$ cat src/design/qte_pkg.sv
// Package for the quaternion to Euler angle converter.
// Holds the shared widths, fixed-point constants and the CORDIC arctangent table.
// No dependencies.
`default_nettype none

package qte_pkg;

  // Field widths of the stream payloads.
  localparam int unsigned QW       = 16;   // quaternion component
  localparam int unsigned ANG_W    = 16;   // roll and yaw
  localparam int unsigned PITCH_W  = 15;   // pitch
  localparam int unsigned IN_TDATA_W  = 64;
  localparam int unsigned OUT_TDATA_W = 48;

  // Internal datapath widths.
  localparam int unsigned PROD_W = 32;     // one 16x16 product
  localparam int unsigned SUM_W  = 35;     // Q28 sine and cosine terms
  localparam int unsigned CW     = 37;     // CORDIC x and y
  localparam int unsigned ZW     = 35;     // CORDIC angle in Q30
  localparam int unsigned RAD_W  = 57;     // radicand 2^56 - s^2
  localparam int unsigned ROOT_W = 29;     // square root of the radicand
  localparam int unsigned RND_W  = ZW - 17; // angle after the Q30 to Q13 step

  // Default CORDIC depth; the table covers at most ATAN_LEN stages.
  localparam int unsigned CORDIC_STAGES_DEF = 16;
  localparam int unsigned ATAN_LEN = 24;

  // Fixed-point constants.
  localparam logic signed [SUM_W-1:0] ONE_Q28  = SUM_W'(64'sd268435456);
  localparam logic signed [ZW-1:0]    PI_Q30   = ZW'(64'sd3373259426);
  localparam logic signed [RND_W-1:0] ANGLE_MAX   = RND_W'(25736);
  localparam logic signed [RND_W-1:0] HALF_PI_Q13 = RND_W'(12868);
  localparam logic signed [PITCH_W-1:0] PITCH_SAT = PITCH_W'(12861);

  // Vector state handed from one CORDIC cell to the next.
  typedef struct packed {
    logic signed [CW-1:0] x;
    logic signed [CW-1:0] y;
    logic signed [ZW-1:0] z;
  } cordic_vec_t;

  // Partial square root handed from one root cell to the next.
  typedef struct packed {
    logic [RAD_W-1:0]  rem;
    logic [ROOT_W-1:0] root;
  } isqrt_t;

  // atan(2^-i) in Q30.
  function automatic logic signed [ZW-1:0] atan_q30(input logic [4:0] idx);
    logic signed [ZW-1:0] v;
    unique case (idx)
      5'd0:  v = ZW'(843314857);
      5'd1:  v = ZW'(497837829);
      5'd2:  v = ZW'(263043837);
      5'd3:  v = ZW'(133525159);
      5'd4:  v = ZW'(67021687);
      5'd5:  v = ZW'(33543516);
      5'd6:  v = ZW'(16775851);
      5'd7:  v = ZW'(8388437);
      5'd8:  v = ZW'(4194283);
      5'd9:  v = ZW'(2097149);
      5'd10: v = ZW'(1048576);
      5'd11: v = ZW'(524288);
      5'd12: v = ZW'(262144);
      5'd13: v = ZW'(131072);
      5'd14: v = ZW'(65536);
      5'd15: v = ZW'(32768);
      5'd16: v = ZW'(16384);
      5'd17: v = ZW'(8192);
      5'd18: v = ZW'(4096);
      5'd19: v = ZW'(2048);
      5'd20: v = ZW'(1024);
      5'd21: v = ZW'(512);
      5'd22: v = ZW'(256);
      5'd23: v = ZW'(128);
      default: v = '0;
    endcase
    return v;
  endfunction

endpackage

`default_nettype wire

$ cat src/design/qte_isqrt_cell.sv
// One cell of the square-root chain: decides one root bit per cycle while ce_i is high.
// Depends on qte_pkg.
`default_nettype none

module qte_isqrt_cell #(
  parameter int unsigned BIT = 0
) (
  input  wire logic            clk_i,
  input  wire logic            ce_i,
  input  wire qte_pkg::isqrt_t st_i,
  output qte_pkg::isqrt_t      st_o
);
  import qte_pkg::*;

  localparam int unsigned TW = RAD_W + 2;

  logic [TW-1:0] trial;
  isqrt_t        st_d, st_q;

  // Setting this bit adds 2*root*2^BIT + 2^(2*BIT) to the square.
  always_comb begin
    trial = (TW'(st_i.root) << (BIT + 1)) + (TW'(1) << (2 * BIT));
    st_d  = st_i;
    if (TW'(st_i.rem) >= trial) begin
      st_d.rem  = st_i.rem - trial[RAD_W-1:0];
      st_d.root = st_i.root | (ROOT_W'(1) << BIT);
    end
  end

  always_ff @(posedge clk_i) begin
    if (ce_i) begin
      st_q <= st_d;
    end
  end

  assign st_o = st_q;

endmodule

`default_nettype wire

$ cat config.mk
export PLATFORM = sky130hd
export DESIGN_NAME = qte_isqrt_cell
export DESIGN_NICKNAME = d
export VERILOG_FILES = /design/src/design/qte_pkg.sv /design/src/design/qte_isqrt_cell.sv
export SDC_FILE = /design/constraint.sdc
export NUM_CORES = 1
export LEC_CHECK = 0
export BUFFER_PORTS_ARGS = -buffer_cell sky130_fd_sc_hd__buf_2
export CELL_PAD_IN_SITES_DETAIL_PLACEMENT = 0
export CELL_PAD_IN_SITES_GLOBAL_PLACEMENT = 2
export CORE_ASPECT_RATIO = 0.9
export CORE_UTILIZATION = 31
export DETAILED_ROUTE_END_ITERATION = 10
export PLACE_DENSITY_LB_ADDON = 0.1
export SLEW_MARGIN = 20
export SYNTH_ARGS = -nofsm -noshare
export SYNTH_HDL_FRONTEND = slang
export SYNTH_SLANG_ARGS = --single-unit
$ cat constraint.sdc
create_clock -name clk_i -period 3.5 [get_ports clk_i]
set_clock_uncertainty 0.05 [all_clocks]
set_input_delay 0 -clock clk_i [delete_from_list [all_inputs] [get_ports clk_i]]
set_output_delay 0 -clock clk_i [all_outputs]
set_load 0.02 [all_outputs]
# Word-level counts from Yosys, hierarchy flattened
# Index checks and enable logic that the tools add are counted.
# totals
regBits,86
in_bits,88
output_inout_bits,86
elab_cells,7
# op_classes
n_addsub,2
magnitude_cmp,1
muxes,1
# ops
operator,n
86-bit 2-to-1 mux,1
57-bit by 31-bit >= comparator with 1-bit output,1
57-bit by 31-bit subtractor with 57-bit output,1
"30-bit by 1-bit adder with 31-bit output, second input constant",1

# Depth between registers and ports, before layout
# logic_depth
ltp_word,3
mapped_depth,13
mapped_depth_nobuf,10

# Worst setup path after synthesis
# No wires, ideal clock.
# synth_timing
kind,in2reg
from,in st_i[27] (netlist name)
to,reg st_q (netlist bit st_o[43]) (data pin)
setup_time_ps,260
arrival_ps,2338
required_time_ps,3190
path_slack_ps,852
stages,12
n_path_buf,3
cell_sequence,inv_1 > ha_1 > clkbuf_1 > a21o_1 > a2111oi_4 > nand4_1 > a31oi_1 > nand2_1 > o21ai_2 > buf_6 > buf_6 > mux2_2
# synth_rtl
element,line_no,text
start: declaration,qte_isqrt_cell.sv:10,"input wire qte_pkg::isqrt_t st_i,"
end signal: assignment,qte_isqrt_cell.sv:32,st_q <= st_d;
end: declaration,qte_isqrt_cell.sv:18,"isqrt_t st_d, st_q;"

==> metrics.csv <==
stage,metric,value,unit
timing,period_share,93.9,%
clocking,cts_buffers,9,
route,wl_per_cell,15.6,µm
critical_path,worstPathCellList,"dlygate4sd3_1, buf_2, ha_1, a21oi_1, o22ai_1, o21a_1, or3_1, a221oi_2, nor4b_4, nor4b_1, xor2_1",
synth,synth_largest_area_cell,edfxtp_1,
power_and_ir_drop,p_int,0.00217,W
global_route,grt_overflow,0,
critical_path,critical_path_buf_inv_count,2,
synth,synthTopCellsByArea,"edfxtp_1 (47%), ha_1 (6.8%), xor2_1 (5.3%)",
clocking,clk_pin_slew,0.07,ns
global_route,antenna_found_initial,0,
synth,syn_avg_cell_area,10.2,µm²
timing,drv_slew,0,
global_route,track_usage,18.1,%
final_layout,nNetsFinal,920,
critical_path,cpMaxStageDelayCell,dlygate4sd3_1,
run_status,run_status,finished clean,
final_layout,final_common_cell,buf_2,
synth,syn_inst,538,
route,ant_nets,0,
power_and_ir_drop,p_per_area,401,nW/µm²
final_layout,post-route-util,45.8,%
synth,synth_top_area_share,47.0,%
critical_path,cp.arrival,3.32,ns
timing,setup_viol,0,
final_layout,design_area,7830,µm²
power_and_ir_drop,switching_share,30.8,%
synth,synth-edff-count,86,
global_route,grt_first_pass_wirelength,25100,µm
critical_path,path_max_fanout,7,
die,core-area,17100,µm²
final_layout,largest_reg_flops,86,
route,drc,0,
die,start_util,32.1,%
final_layout,final_cell_mix,"buf_2 (172), dlygate4sd3_1 (86), edfxtp_1 (86)",
synth,ys_ff_latch,86,
critical_path,worst_ep_required_time,3.54,ns
timing,final.min_clock_period,3.29,ns
die,die_h,128,µm
route,num_vias,4959,
route,routed_wl,16300,µm
timing,fin_hold_ws,0.215,ns
critical_path,crit_path_end_kind,register,
die,die_w,142,µm
power_and_ir_drop,power.switching,0.000966,W
die,die_area,18200,µm²
synth,netlist_area,5490,µm²
synth,synth_flop_cell,edfxtp_1,
power_and_ir_drop,ir_worst_vdd,232,µV
clocking,cts_tree,yes,
final_layout,drive_gt1_share,27.2,%
die,pin_count,174,
global_route,grt_max_degree,72,
synth,syn_nets,657,
timing,worst_pin_slew,0.947,ns
global_route,grt_pass1_vias,4851,
placed_design,dpl-instance-area,6640,µm²
placed_design,io_buffers,173,
synth,yosys_warnings,0,
timing,finalHoldViolations,0,
power_and_ir_drop,combPwrFrac,27.2,%
clocking,clockBufferDepth,2,
power_and_ir_drop,seqPwrFrac,41.4,%
critical_path,cpPeakStageDelay,0.54,ns
clocking,cts_sinks,86,
synth,ys_types,55,
timing,fmax,304,MHz
timing,rsz0062_at_grt,no,
final_layout,antenna_cells,0,
die,rows,45,
power_and_ir_drop,clkPwrFrac,31.4,%
placed_design,place_congestion,0.828,
clocking,ctsHtreeMaxLevel,3,
critical_path,criticalPathCategory,primary input to register,
critical_path,worstSetupStartpointType,primary input,
synth,ys_async_sr_fraction,0,%
power_and_ir_drop,p_leak,3.29,nW
min_path,hp-class,primary input to register,
timing,slew_headroom,36.9,%
critical_path,cp_top_family,simple AND/OR/NAND/NOR gates,
run,maxCapViolCount,0,
placed_design,hpwl,12200,µm
route,drt-initial-drc-count,208,
final_layout,synthToLayoutAreaGrowth,42.7,%
clocking,cts_root_buffer,clkbuf_16,
timing,tns,0,ns
synth,synth-seq-area-share,47.0,%
route,drt-pass1-iter-count,4,
route,vias_per_cell,4.76,
-- stage by stage --
step	setup slack, ns	total power, W	cells
after floorplan	0.852	0.00180	538
after global placement	0.279	0.00210	938
after detailed placement	0.136	0.00210	938
after CTS	0.0250	0.00319	1040
after global routing	0.00914	0.00330	1041
final	0.213	0.00314	1041
-- per-layer routing --
layer / vias up / wire, µm / track usage, %
met2: 144 / 7480 / 29.4
met1: 2303 / 7670 / 24.2
met5: - / 0 / 0
li1: 2496 / - / -
met3: 16 / 860 / 3.62
met4: 0 / 245 / 5.69
-- path summary, 6_finish.rpt --
path     start                  to  cells past startpoint
min   st_i[33]  st_o[33]$_DFFE_PP_                      4
max   st_i[38]  st_o[73]$_DFFE_PP_                     11
-- power groups by stage --
| stage | registers [W] | clock network (W) | logic [W] |
|---|---|---|---|
| after floorplan | 0.00148 | 0 | 0.000323 |
| after global placement | 0.00132 | 0 | 0.000777 |
| after detailed placement | 0.00132 | 0 | 0.000778 |
| after CTS | 0.00130 | 0.00103 | 0.000856 |
| after global routing | 0.00131 | 0.00105 | 0.000936 |
| final | 0.00130 | 0.000985 | 0.000854 |
-- cell families (layout without fill, tap and decap cells) --
logic type	count (synthesis)	after routing	share of synthesized area, %
buf+inv	54	322	4.33
flops	86	86	47.0
mux	1	1	0.205
simple gates	186	186	18.0
fa+ha+maj	31	31	7.20
compound gates	125	125	14.4
xor+xnor	55	55	8.78
-- repair_timing --
item	CTS	global route
endpoints found under the hold margin	86	0
resized for setup	0	4
setup endpoints to repair	0	12
buffers inserted	0	1
hold buffers	86	0
-- synth_stat cells (2+ instances only) --
master / number
buf_4: 5
nor3_1: 12
o21ai_0: 47
a211oi_1: 5
clkbuf_1: 13
and4_1: 4
ha_1: 30
nand2b_1: 6
and3_1: 5
nand3_1: 10
or2_2: 3
nand2_1: 68
o31ai_1: 3
nor2_1: 24
xnor2_1: 22
nor4b_1: 5
nor4b_2: 2
and2_1: 3
nand4_1: 8
inv_1: 33
or4_1: 3
xor2_1: 33
a31oi_1: 5
nor4_1: 11
nand3b_1: 3
edfxtp_1: 86
nor2b_1: 2
nor3b_1: 2
a21boi_0: 3
o22ai_1: 2
nand4b_1: 3
a21o_1: 13
a21oi_1: 29
or3_1: 9
buf_6: 2
o21bai_1: 5
-- final cells by class --
class                           instances  area, µm²
Inverter                               33        124
Sequential cell                        86       2580
Tap cell                              235        294
Clock inverter                          7       71.3
Timing Repair Buffer                  273       1830
Multi-Input combinational cell        398       2700
Clock buffer                            9        225
Fill cell                            1700       9280
No activity file was read; power rests on OpenSTA's default activity.
